<file path="config.mk">
export PLATFORM = sky130hd
export DESIGN_NAME = iso_timestamp_stream_parser_top
export DESIGN_NICKNAME = d
export VERILOG_FILES = /design/src/rtl/itsp_pkg.sv /design/src/rtl/itsp_parse.sv /design/src/rtl/itsp_out_reg.sv /design/src/rtl/iso_timestamp_stream_parser_top.sv
export SDC_FILE = /design/constraint.sdc
export NUM_CORES = 1
export LEC_CHECK = 0
export BUFFER_PORTS_ARGS = -buffer_cell sky130_fd_sc_hd__buf_2
export CAP_MARGIN = 20
export CORE_ASPECT_RATIO = 2
export CORE_UTILIZATION = 30
export DETAILED_ROUTE_END_ITERATION = 8
export HOLD_SLACK_MARGIN = 0.15
export PLACE_DENSITY = 0.57
export SLEW_MARGIN = 20
export SYNTH_ARGS = -nofsm -noshare
export SYNTH_HDL_FRONTEND = slang
export SYNTH_SLANG_ARGS = --single-unit
export TNS_END_PERCENT = 5
</file>
<file path="constraint.sdc">
create_clock -name clock -period 9.5 [get_ports clock]
set_input_delay 1.9 -clock clock [delete_from_list [all_inputs] [get_ports clock]]
set_output_delay 1.9 -clock clock [all_outputs]
set_load 0.01 [all_outputs]
</file>
<file path="src/rtl/itsp_pkg.sv">
// shared types and character/phase constants for the timestamp stream parser
package itsp_pkg;

   typedef struct packed {
      logic [7:0] char_code;
      logic       last_char;
   } req_type;

   typedef struct packed {
      logic        valid_res;
      logic [13:0] year;
      logic [6:0]  month;
      logic [6:0]  day;
      logic [6:0]  hour;
      logic [6:0]  minute;
      logic [6:0]  second;
      logic        has_time;
      logic        has_zone;
      logic        zone_was_z;
      logic signed [19:0] offset_seconds;
   } rsp_type;

   // parse phases
   localparam logic [4:0] PH_LEAD     = 5'd0;
   localparam logic [4:0] PH_Y1       = 5'd1;
   localparam logic [4:0] PH_Y2       = 5'd2;
   localparam logic [4:0] PH_Y3       = 5'd3;
   localparam logic [4:0] PH_DASH1    = 5'd4;
   localparam logic [4:0] PH_MO0      = 5'd5;
   localparam logic [4:0] PH_MO1      = 5'd6;
   localparam logic [4:0] PH_DASH2    = 5'd7;
   localparam logic [4:0] PH_DA0      = 5'd8;
   localparam logic [4:0] PH_DA1      = 5'd9;
   localparam logic [4:0] PH_DATE_END = 5'd10;
   localparam logic [4:0] PH_HR0      = 5'd11;
   localparam logic [4:0] PH_HR1      = 5'd12;
   localparam logic [4:0] PH_COL1     = 5'd13;
   localparam logic [4:0] PH_MI0      = 5'd14;
   localparam logic [4:0] PH_MI1      = 5'd15;
   localparam logic [4:0] PH_COL2     = 5'd16;
   localparam logic [4:0] PH_SE0      = 5'd17;
   localparam logic [4:0] PH_SE1      = 5'd18;
   localparam logic [4:0] PH_TIME_END = 5'd19;
   localparam logic [4:0] PH_FRAC     = 5'd20;
   localparam logic [4:0] PH_ZH0      = 5'd21;
   localparam logic [4:0] PH_ZH1      = 5'd22;
   localparam logic [4:0] PH_ZH_END   = 5'd23;
   localparam logic [4:0] PH_ZM0      = 5'd24;
   localparam logic [4:0] PH_ZM1      = 5'd25;
   localparam logic [4:0] PH_DONE     = 5'd26;
   localparam logic [4:0] PH_TRAIL    = 5'd27;
   localparam logic [4:0] PH_ERR      = 5'd28;

   // status flag bits
   localparam int FL_TIME = 0;
   localparam int FL_ZONE = 1;
   localparam int FL_Z    = 2;
   localparam int FL_NEG  = 3;

   // characters
   localparam logic [7:0] CH_T     = 8'h54;
   localparam logic [7:0] CH_Z_UP  = 8'h5A;
   localparam logic [7:0] CH_Z_LO  = 8'h7A;
   localparam logic [7:0] CH_COLON = 8'h3A;
   localparam logic [7:0] CH_DOT   = 8'h2E;
   localparam logic [7:0] CH_MINUS = 8'h2D;
   localparam logic [7:0] CH_PLUS  = 8'h2B;
   localparam logic [7:0] CH_SPACE = 8'h20;
   localparam logic [7:0] CH_TAB   = 8'h09;
   localparam logic [7:0] CH_CR    = 8'h0D;
   localparam logic [7:0] CH_ZERO  = 8'h30;
   localparam logic [7:0] CH_NINE  = 8'h39;

   localparam logic [19:0] SEC_PER_HOUR = 20'd3600;
   localparam logic [19:0] SEC_PER_MIN  = 20'd60;

endpackage

</file>
<file path="src/rtl/itsp_parse.sv">
// per-byte parse state, field accumulators and result formation
module itsp_parse (
   input  logic            clock,
   input  logic            reset,
   input  logic            take,
   input  itsp_pkg::req_type in_data,
   output itsp_pkg::rsp_type result
);

   logic [4:0]  phase_ff,  phase_in;
   logic [13:0] year_ff,   year_in;
   logic [6:0]  month_ff,  month_in;
   logic [6:0]  day_ff,    day_in;
   logic [6:0]  hour_ff,   hour_in;
   logic [6:0]  minute_ff, minute_in;
   logic [6:0]  second_ff, second_in;
   logic [6:0]  zh_ff,     zh_in;
   logic [6:0]  zm_ff,     zm_in;
   logic [3:0]  flags_ff,  flags_in;

   logic [7:0]  c;
   logic        dg;
   logic        sp;
   logic [3:0]  d;
   logic [17:0] year_prod;
   logic [19:0] mag;

   function automatic logic [6:0] acc2(input logic [6:0] a, input logic [3:0] dv);
      logic [10:0] t;
      t = {4'd0, a} * 11'd10 + {7'd0, dv};
      return t[6:0];
   endfunction

   function automatic logic is_complete(input logic [4:0] ph);
      return ph == itsp_pkg::PH_DATE_END || ph == itsp_pkg::PH_TIME_END ||
             ph == itsp_pkg::PH_FRAC     || ph == itsp_pkg::PH_ZH_END   ||
             ph == itsp_pkg::PH_DONE     || ph == itsp_pkg::PH_TRAIL;
   endfunction

   // phase after a zone-start character
   function automatic logic [4:0] zone_phase(input logic [7:0] ch);
      logic [4:0] ph;
      ph = itsp_pkg::PH_ERR;
      if (ch == itsp_pkg::CH_Z_UP || ch == itsp_pkg::CH_Z_LO) begin
         ph = itsp_pkg::PH_DONE;
      end else if (ch == itsp_pkg::CH_PLUS || ch == itsp_pkg::CH_MINUS) begin
         ph = itsp_pkg::PH_ZH0;
      end
      return ph;
   endfunction

   // flag bits set by a zone-start character
   function automatic logic [3:0] zone_flags(input logic [7:0] ch);
      logic [3:0] f;
      f = 4'd0;
      if (ch == itsp_pkg::CH_Z_UP || ch == itsp_pkg::CH_Z_LO) begin
         f[itsp_pkg::FL_ZONE] = 1'b1;
         f[itsp_pkg::FL_Z]    = 1'b1;
      end else if (ch == itsp_pkg::CH_PLUS) begin
         f[itsp_pkg::FL_ZONE] = 1'b1;
      end else if (ch == itsp_pkg::CH_MINUS) begin
         f[itsp_pkg::FL_ZONE] = 1'b1;
         f[itsp_pkg::FL_NEG]  = 1'b1;
      end
      return f;
   endfunction

   assign c  = in_data.char_code;
   assign dg = (c >= itsp_pkg::CH_ZERO) && (c <= itsp_pkg::CH_NINE);
   assign sp = (c == itsp_pkg::CH_SPACE) || ((c >= itsp_pkg::CH_TAB) && (c <= itsp_pkg::CH_CR));
   assign d  = dg ? c[3:0] : 4'd0;
   assign year_prod = {4'd0, year_ff} * 18'd10 + {14'd0, d};

   always_comb begin
      phase_in  = phase_ff;
      year_in   = year_ff;
      month_in  = month_ff;
      day_in    = day_ff;
      hour_in   = hour_ff;
      minute_in = minute_ff;
      second_in = second_ff;
      zh_in     = zh_ff;
      zm_in     = zm_ff;
      flags_in  = flags_ff;
      result    = '0;
      mag       = '0;
      if (take) begin
         if (phase_ff == itsp_pkg::PH_ERR) begin
            phase_in = itsp_pkg::PH_ERR;
         end else if (sp) begin
            if (phase_ff == itsp_pkg::PH_LEAD) begin
               phase_in = itsp_pkg::PH_LEAD;
            end else begin
               phase_in = is_complete(phase_ff) ? itsp_pkg::PH_TRAIL : itsp_pkg::PH_ERR;
            end
         end else begin
            case (phase_ff)
               itsp_pkg::PH_LEAD, itsp_pkg::PH_Y1, itsp_pkg::PH_Y2, itsp_pkg::PH_Y3: begin
                  if (!dg) begin
                     phase_in = itsp_pkg::PH_ERR;
                  end else begin
                     year_in  = year_prod[13:0];
                     phase_in = (phase_ff == itsp_pkg::PH_Y3) ? itsp_pkg::PH_DASH1
                                                              : phase_ff + 5'd1;
                  end
               end
               itsp_pkg::PH_DASH1: begin
                  phase_in = (c == itsp_pkg::CH_MINUS) ? itsp_pkg::PH_MO0 : itsp_pkg::PH_ERR;
               end
               itsp_pkg::PH_MO0, itsp_pkg::PH_MO1: begin
                  if (!dg) begin
                     phase_in = itsp_pkg::PH_ERR;
                  end else begin
                     month_in = acc2(month_ff, d);
                     phase_in = phase_ff + 5'd1;
                  end
               end
               itsp_pkg::PH_DASH2: begin
                  phase_in = (c == itsp_pkg::CH_MINUS) ? itsp_pkg::PH_DA0 : itsp_pkg::PH_ERR;
               end
               itsp_pkg::PH_DA0, itsp_pkg::PH_DA1: begin
                  if (!dg) begin
                     phase_in = itsp_pkg::PH_ERR;
                  end else begin
                     day_in   = acc2(day_ff, d);
                     phase_in = phase_ff + 5'd1;
                  end
               end
               itsp_pkg::PH_DATE_END: begin
                  if (c == itsp_pkg::CH_T) begin
                     flags_in[itsp_pkg::FL_TIME] = 1'b1;
                     phase_in = itsp_pkg::PH_HR0;
                  end else begin
                     flags_in = flags_ff | zone_flags(c);
                     phase_in = zone_phase(c);
                  end
               end
               itsp_pkg::PH_HR0, itsp_pkg::PH_HR1: begin
                  if (!dg) begin
                     phase_in = itsp_pkg::PH_ERR;
                  end else begin
                     hour_in  = acc2(hour_ff, d);
                     phase_in = phase_ff + 5'd1;
                  end
               end
               itsp_pkg::PH_COL1: begin
                  phase_in = (c == itsp_pkg::CH_COLON) ? itsp_pkg::PH_MI0 : itsp_pkg::PH_ERR;
               end
               itsp_pkg::PH_MI0, itsp_pkg::PH_MI1: begin
                  if (!dg) begin
                     phase_in = itsp_pkg::PH_ERR;
                  end else begin
                     minute_in = acc2(minute_ff, d);
                     phase_in  = phase_ff + 5'd1;
                  end
               end
               itsp_pkg::PH_COL2: begin
                  phase_in = (c == itsp_pkg::CH_COLON) ? itsp_pkg::PH_SE0 : itsp_pkg::PH_ERR;
               end
               itsp_pkg::PH_SE0, itsp_pkg::PH_SE1: begin
                  if (!dg) begin
                     phase_in = itsp_pkg::PH_ERR;
                  end else begin
                     second_in = acc2(second_ff, d);
                     phase_in  = phase_ff + 5'd1;
                  end
               end
               itsp_pkg::PH_TIME_END: begin
                  if (c == itsp_pkg::CH_DOT) begin
                     phase_in = itsp_pkg::PH_FRAC;
                  end else begin
                     flags_in = flags_ff | zone_flags(c);
                     phase_in = zone_phase(c);
                  end
               end
               itsp_pkg::PH_FRAC: begin
                  if (dg) begin
                     phase_in = itsp_pkg::PH_FRAC;
                  end else begin
                     flags_in = flags_ff | zone_flags(c);
                     phase_in = zone_phase(c);
                  end
               end
               itsp_pkg::PH_ZH0, itsp_pkg::PH_ZH1: begin
                  if (!dg) begin
                     phase_in = itsp_pkg::PH_ERR;
                  end else begin
                     zh_in    = acc2(zh_ff, d);
                     phase_in = phase_ff + 5'd1;
                  end
               end
               itsp_pkg::PH_ZH_END: begin
                  if (c == itsp_pkg::CH_COLON) begin
                     phase_in = itsp_pkg::PH_ZM0;
                  end else if (!dg) begin
                     phase_in = itsp_pkg::PH_ERR;
                  end else begin
                     zm_in    = acc2(zm_ff, d);
                     phase_in = itsp_pkg::PH_ZM1;
                  end
               end
               itsp_pkg::PH_ZM0: begin
                  if (!dg) begin
                     phase_in = itsp_pkg::PH_ERR;
                  end else begin
                     zm_in    = acc2(zm_ff, d);
                     phase_in = itsp_pkg::PH_ZM1;
                  end
               end
               itsp_pkg::PH_ZM1: begin
                  if (!dg) begin
                     phase_in = itsp_pkg::PH_ERR;
                  end else begin
                     zm_in    = acc2(zm_ff, d);
                     phase_in = itsp_pkg::PH_DONE;
                  end
               end
               default: begin
                  phase_in = itsp_pkg::PH_ERR;
               end
            endcase
         end

         if (in_data.last_char) begin
            // end of string: form the result, then start over
            mag = {13'd0, zh_in} * itsp_pkg::SEC_PER_HOUR +
                  {13'd0, zm_in} * itsp_pkg::SEC_PER_MIN;
            if (is_complete(phase_in)) begin
               result.valid_res  = 1'b1;
               result.year       = year_in;
               result.month      = month_in;
               result.day        = day_in;
               result.hour       = hour_in;
               result.minute     = minute_in;
               result.second     = second_in;
               result.has_time   = flags_in[itsp_pkg::FL_TIME];
               result.has_zone   = flags_in[itsp_pkg::FL_ZONE];
               result.zone_was_z = flags_in[itsp_pkg::FL_Z];
               result.offset_seconds = flags_in[itsp_pkg::FL_NEG] ? -mag : mag;
            end
            phase_in  = itsp_pkg::PH_LEAD;
            year_in   = '0;
            month_in  = '0;
            day_in    = '0;
            hour_in   = '0;
            minute_in = '0;
            second_in = '0;
            zh_in     = '0;
            zm_in     = '0;
            flags_in  = '0;
         end
      end
   end

   always_ff @(posedge clock) begin
      if (reset) begin
         phase_ff  <= itsp_pkg::PH_LEAD;
         year_ff   <= '0;
         month_ff  <= '0;
         day_ff    <= '0;
         hour_ff   <= '0;
         minute_ff <= '0;
         second_ff <= '0;
         zh_ff     <= '0;
         zm_ff     <= '0;
         flags_ff  <= '0;
      end else begin
         phase_ff  <= phase_in;
         year_ff   <= year_in;
         month_ff  <= month_in;
         day_ff    <= day_in;
         hour_ff   <= hour_in;
         minute_ff <= minute_in;
         second_ff <= second_in;
         zh_ff     <= zh_in;
         zm_ff     <= zm_in;
         flags_ff  <= flags_in;
      end
   end

`ifndef ASSERT_OFF
   // a string end always returns the parser to its start phase
   a_restart: assert property (@(posedge clock) disable iff (reset)
      take && in_data.last_char |=> phase_ff == itsp_pkg::PH_LEAD)
      else $error("parser did not restart after string end");

   // while still skipping leading whitespace nothing has been collected
   a_lead_clean: assert property (@(posedge clock) disable iff (reset)
      phase_ff == itsp_pkg::PH_LEAD |-> year_ff == '0 && month_ff == '0 &&
      day_ff == '0 && hour_ff == '0 && zh_ff == '0 && zm_ff == '0 && flags_ff == '0)
      else $error("state not clean in lead phase");
`endif

endmodule

</file>
<file path="src/rtl/itsp_out_reg.sv">
// result register with valid/stall handshake
module itsp_out_reg (
   input  logic              clock,
   input  logic              reset,
   input  logic              load,
   input  itsp_pkg::rsp_type load_data,
   output logic              out_free,
   output logic              rsp_valid,
   input  logic              rsp_stall,
   output itsp_pkg::rsp_type rsp_data
);

   logic              valid_ff, valid_in;
   itsp_pkg::rsp_type data_ff;

   assign out_free  = !valid_ff || !rsp_stall;
   assign valid_in  = load || (valid_ff && rsp_stall);
   assign rsp_valid = valid_ff;
   assign rsp_data  = data_ff;

   always_ff @(posedge clock) begin
      if (reset) begin
         valid_ff <= 1'b0;
      end else begin
         valid_ff <= valid_in;
      end
   end

   always_ff @(posedge clock) begin
      if (load) begin
         data_ff <= load_data;
      end
   end

endmodule

</file>
<file path="src/rtl/iso_timestamp_stream_parser_top.sv">
// top level of the streaming timestamp parser
// path: a byte is held in the input register and parsed from there; a last byte's
//    result is loaded into the result register once that register is free
// throughput: one byte per cycle, except while a last byte waits on a stalled result;
//    the parse step lies between the input register and the result register
// reset: synchronous, clears handshake state and returns the parser to its start phase
module iso_timestamp_stream_parser_top (
   input  logic              clock,
   input  logic              reset,
   input  logic              req_valid,
   output logic              req_stall,
   input  itsp_pkg::req_type req_data,
   output logic              rsp_valid,
   input  logic              rsp_stall,
   output itsp_pkg::rsp_type rsp_data
);

   // input register
   logic              ibuf_valid_ff, ibuf_valid_in;
   itsp_pkg::req_type ibuf_data_ff;

   logic              out_free;
   logic              take;
   logic              load;
   itsp_pkg::rsp_type result;

   // a byte without the last flag never needs the result register,
   // so only a last byte can wait on a stalled result
   assign take      = ibuf_valid_ff && (!ibuf_data_ff.last_char || out_free);
   assign load      = take && ibuf_data_ff.last_char;
   assign req_stall = ibuf_valid_ff && !take;

   // input register refills whenever its byte moves on or it is empty
   assign ibuf_valid_in = req_stall ? ibuf_valid_ff : req_valid;

   always_ff @(posedge clock) begin
      if (reset) begin
         ibuf_valid_ff <= 1'b0;
      end else begin
         ibuf_valid_ff <= ibuf_valid_in;
      end
   end

   always_ff @(posedge clock) begin
      if (!req_stall) begin
         ibuf_data_ff <= req_data;
      end
   end

   // parse step: phase machine plus field accumulators
   itsp_parse u_parse (
      .clock   (clock),
      .reset   (reset),
      .take    (take),
      .in_data (ibuf_data_ff),
      .result  (result)
   );

   // result register toward the consumer
   itsp_out_reg u_out (
      .clock     (clock),
      .reset     (reset),
      .load      (load),
      .load_data (result),
      .out_free  (out_free),
      .rsp_valid (rsp_valid),
      .rsp_stall (rsp_stall),
      .rsp_data  (rsp_data)
   );

`ifndef ASSERT_OFF
   // input side only backs up behind a last byte waiting on a stalled result
   a_stall_cause: assert property (@(posedge clock) disable iff (reset)
      req_stall |-> ibuf_data_ff.last_char && rsp_valid && rsp_stall)
      else $error("input stalled without a blocked result");

   // a result transaction that completes is either replaced or retired
   a_result_flow: assert property (@(posedge clock) disable iff (reset)
      rsp_valid && !rsp_stall && !load |=> !rsp_valid)
      else $error("result repeated after transaction");
`endif

endmodule
</file>
==> flow_metrics.tcl <==
set metrics [dict create \
    outcome "complete, no violations" \
    synth_top_family_by_area "adder cells" \
    grt_overflow_total 0 \
    i_o_pin_count 88 \
    postCtsSetupBuffers 0 \
    hold-path-cell-count 2 \
    hold_path_startpoint "u_parse.year_ff[12]" \
    gp_congestion 0.977 \
    synth_area_um2 11800 \
    post_drt_via_cell_ratio 5.19 \
    setup-tns-final_ns 0 \
    initial_antenna_violation_count 0 \
    largest_reg_flops 71 \
    highest_clock_rate_mhz 127 \
    clk_root_buffer_cell "clkbuf_16" \
    placement_rows 102 \
    synthArstFlopShare_pct 0 \
    post_cts_resized 0 \
    cpMaxStageDelayCell "fa_1" \
    fp.dieW_um 142 \
    drc_violations_left 0 \
    synth-edff-count 80 \
    yosysSeqAreaShare_pct 32.8 \
    cp-start-kind "register" \
    p_per_area_nw_per_um2 113 \
    gr-usage-all-layers_pct 17.4 \
    reg2reg_path_depth 29 \
    start_util_pct 30.5 \
    critPathMaxStageDelay_ns 0.59 \
    io_buffer_count 85 \
    avgSynthCellArea_um2 9.19 \
    num_antenna_cells 0 \
    crit_top_cell "ha_1" \
    layout.cells.most_common "nor2_1" \
    route.final.wire_length_mm 33.9 \
    yosys-mux-area-fraction_pct 3.44 \
    final.setup.worst_slack_ns 1.64 \
    crit_path_end_kind "register" \
    regToRegEndpoint "u_out.rsp_data[16]" \
    critical_path.max_fanout 11 \
    synth.distinct_cells 77 \
    numClockSinks 154 \
    max_cap_violations 0 \
    yosys_warnings 0 \
    fraction_of_the_mapped_netlist_area_in_compound_gates_pct 14.7 \
    period_minus_slack_ns 7.86 \
    setup_repair_after_global_routing_missed_its_margin "no" \
    first_pass_grt_wire_length_mm 52.9 \
    tritoncts "yes" \
    firstDrtPassIters 5 \
    worstPathArrival_ns 8.04 \
    worst_hold_path_type "reg -> reg" \
    final-hold-violation-count 0 \
    most-common-layout-cells "nor2_1, ha_1, buf_2" \
    critical_path.reg2reg.startpoint "ibuf_data_ff[2]" \
    synthAdderAreaFrac_pct 19.1 \
    number_of_buffers_inserted_for_hold_repair_after_clock_tree_synthesis 0 \
    area_growth_syn_to_layout_pct 13.7 \
    worst_ir_drop_vdd_mv 0.132 \
    timing.critical_path.required_ns 9.69 \
    hold_worst_path_end "u_parse.year_ff[12]" \
    core_area_um2 38800 \
    first_global_vias 10000 \
    transition_at_the_pin_with_the_smallest_max_transition_slack_ns 1.12 \
    timing.clock.skew_ns 0.0124 \
    insertion_delay_ns 0.46 \
    finalSetupViolCount 0 \
    ctsHtreeMaxLevel 4 \
    leakagePower_nw 5.45 \
    r2r_slack_ns 1.64 \
    via_count 9806 \
    timing.max_slew.rel_slack_pct 24.8 \
    first_iter_violations 398 \
    ys_ff_latch 154 \
    synthSimpleGateAreaFrac_pct 16.7 \
    grt_max_degree 75 \
    place.detailed.hpwl_mm 25.5 \
    detail-route-antenna-nets 0 \
    synth_xor_area_share_pct 8.88 \
    num-nets-final 1530 \
    fp.dieH_um 283 \
    drt-wirelength-per-cell_um 17.9 \
    design.die.area_um2 40300 \
    pre_cts_ws_ns 1.63 \
    clk_path_buf_depth 2 \
    synthFlopType "edfxtp_1" \
    post_synth_inst_count 1288 \
    clkTransAtPathRegs_ns 0.07 \
    drive_above_1_share_pct 12.0 \
    finalCritPeriodShare_pct 82.7 \
    drv_slew 0 \
    timing_worst_setup_path_type "reg -> reg" \
    cts_inserted_buffers 17 \
]
==> critical path, delay by kind of cell, from the launching register on <==
family / cells / cell delay [ns]
DFF: 1 / 0.56
adders and majority gates: 6 / 2.12
buffers and inverters: 4 / 0.52
and+or+nand+nor: 10 / 2.36
xor gates and xnor gates: 3 / 0.41
AOI/OAI and AO/OA: 6 / 1.61
==> power by group <==
| part | total (mW) | switching, mW | leakage (nW) | internal [mW] |
|---|---|---|---|---|
| logic | 0.0846 | 0.0592 | 3.80 | 0.0254 |
| clock network | 0.719 | 0.322 | 0.291 | 0.397 |
| registers | 0.715 | 0.00870 | 1.36 | 0.706 |
==> stage by stage <==
stage | util, % | hold WS, ns | power (mW) | std cells | instance area [um2]
final | 34.7 | 0.490 | 1.52 | 1890 | 13500
after global routing | 34.7 | 0.524 | 1.56 | 1890 | 13500
after CTS | 34.7 | 0.492 | 1.54 | 1890 | 13500
after detailed placement | 33.1 | 0.481 | 0.814 | 1858 | 12900
after global placement | 33.1 | 0.472 | 0.814 | 1858 | 12900
after floorplan | - | 0.456 | 0.779 | 1289 | 11800
==> layout make-up <==
class | count | area, um2
Clock buffer | 17 | 425
Clock inverter | 15 | 175
Fill cell | 4054 | 25300
Inverter | 76 | 285
Multi-Input combinational cell | 1003 | 7460
Sequential cell | 154 | 3880
Tap cell | 520 | 651
Timing Repair Buffer | 105 | 576
==> per-layer routing <==
metal  part of all wire [%]  up-vias  GRT usage [%]  wire length [um]
met5                      0        -              0                 0
met4                    6.3        0           12.7              2130
met3                    3.0      107           2.21              1010
met2                     56      244           34.7             19100
met1                     34     4739           15.6             11600
li1                       -     4716              -                 -
==> kinds of logic (layout without fill, tap and decap cells) <==
kind of cell               after synthesis  in the layout
AOI/OAI and AO/OA                      271            271
muxes                                   40             40
xor gates and xnor gates               120            120
buffers and inverters                  132            213
adders and majority gates              168            168
and+or+nand+nor                        402            402
other                                    1              2
DFF                                    154            154
==> cells in the mapped netlist (all sizes together), types with 8 or more instances <==
library cell | n | area [um2]
ha | 137 | 1710
inv | 76 | 285
nor3b | 13 | 103
nand3 | 14 | 70.1
and3 | 11 | 70.1
buf | 14 | 73.8
nor2 | 187 | 704
nand2b | 11 | 68.8
mux2i | 35 | 350
maj3 | 8 | 80.1
nor4 | 10 | 62.6
dfxtp | 74 | 1480
nor3 | 17 | 85.1
nand2 | 56 | 210
nor2b | 28 | 175
fa | 23 | 460
a21oi | 84 | 420
o21ai | 52 | 260
a21o | 8 | 60.1
and2 | 11 | 68.8
a32oi | 8 | 70.1
a22oi | 43 | 323
xnor2 | 81 | 709
clkbuf | 42 | 158
or2 | 8 | 50.1
a211oi | 14 | 105
edfxtp | 80 | 2400
xor2 | 39 | 342
o22ai | 8 | 50.1
==> worst max path at each step <==
stage | end | startpoint | slack, ns | cells after the start
3_3_place_gp | u_out.rsp_data[16] | ibuf_data_ff[2] | 1.80 | 31
2_1_floorplan | u_out.rsp_data[16] | ibuf_data_ff[7] | 2.22 | 31
6_report | u_out.rsp_data[16] | ibuf_data_ff[2] | 1.64 | 29
4_1_cts | u_out.rsp_data[16] | ibuf_data_ff[2] | 1.58 | 29
5_1_grt | u_out.rsp_data[16] | ibuf_data_ff[2] | 1.09 | 30
3_5_place_dp | u_out.rsp_data[16] | ibuf_data_ff[2] | 1.63 | 29
(Power assumes the default switching activity.)
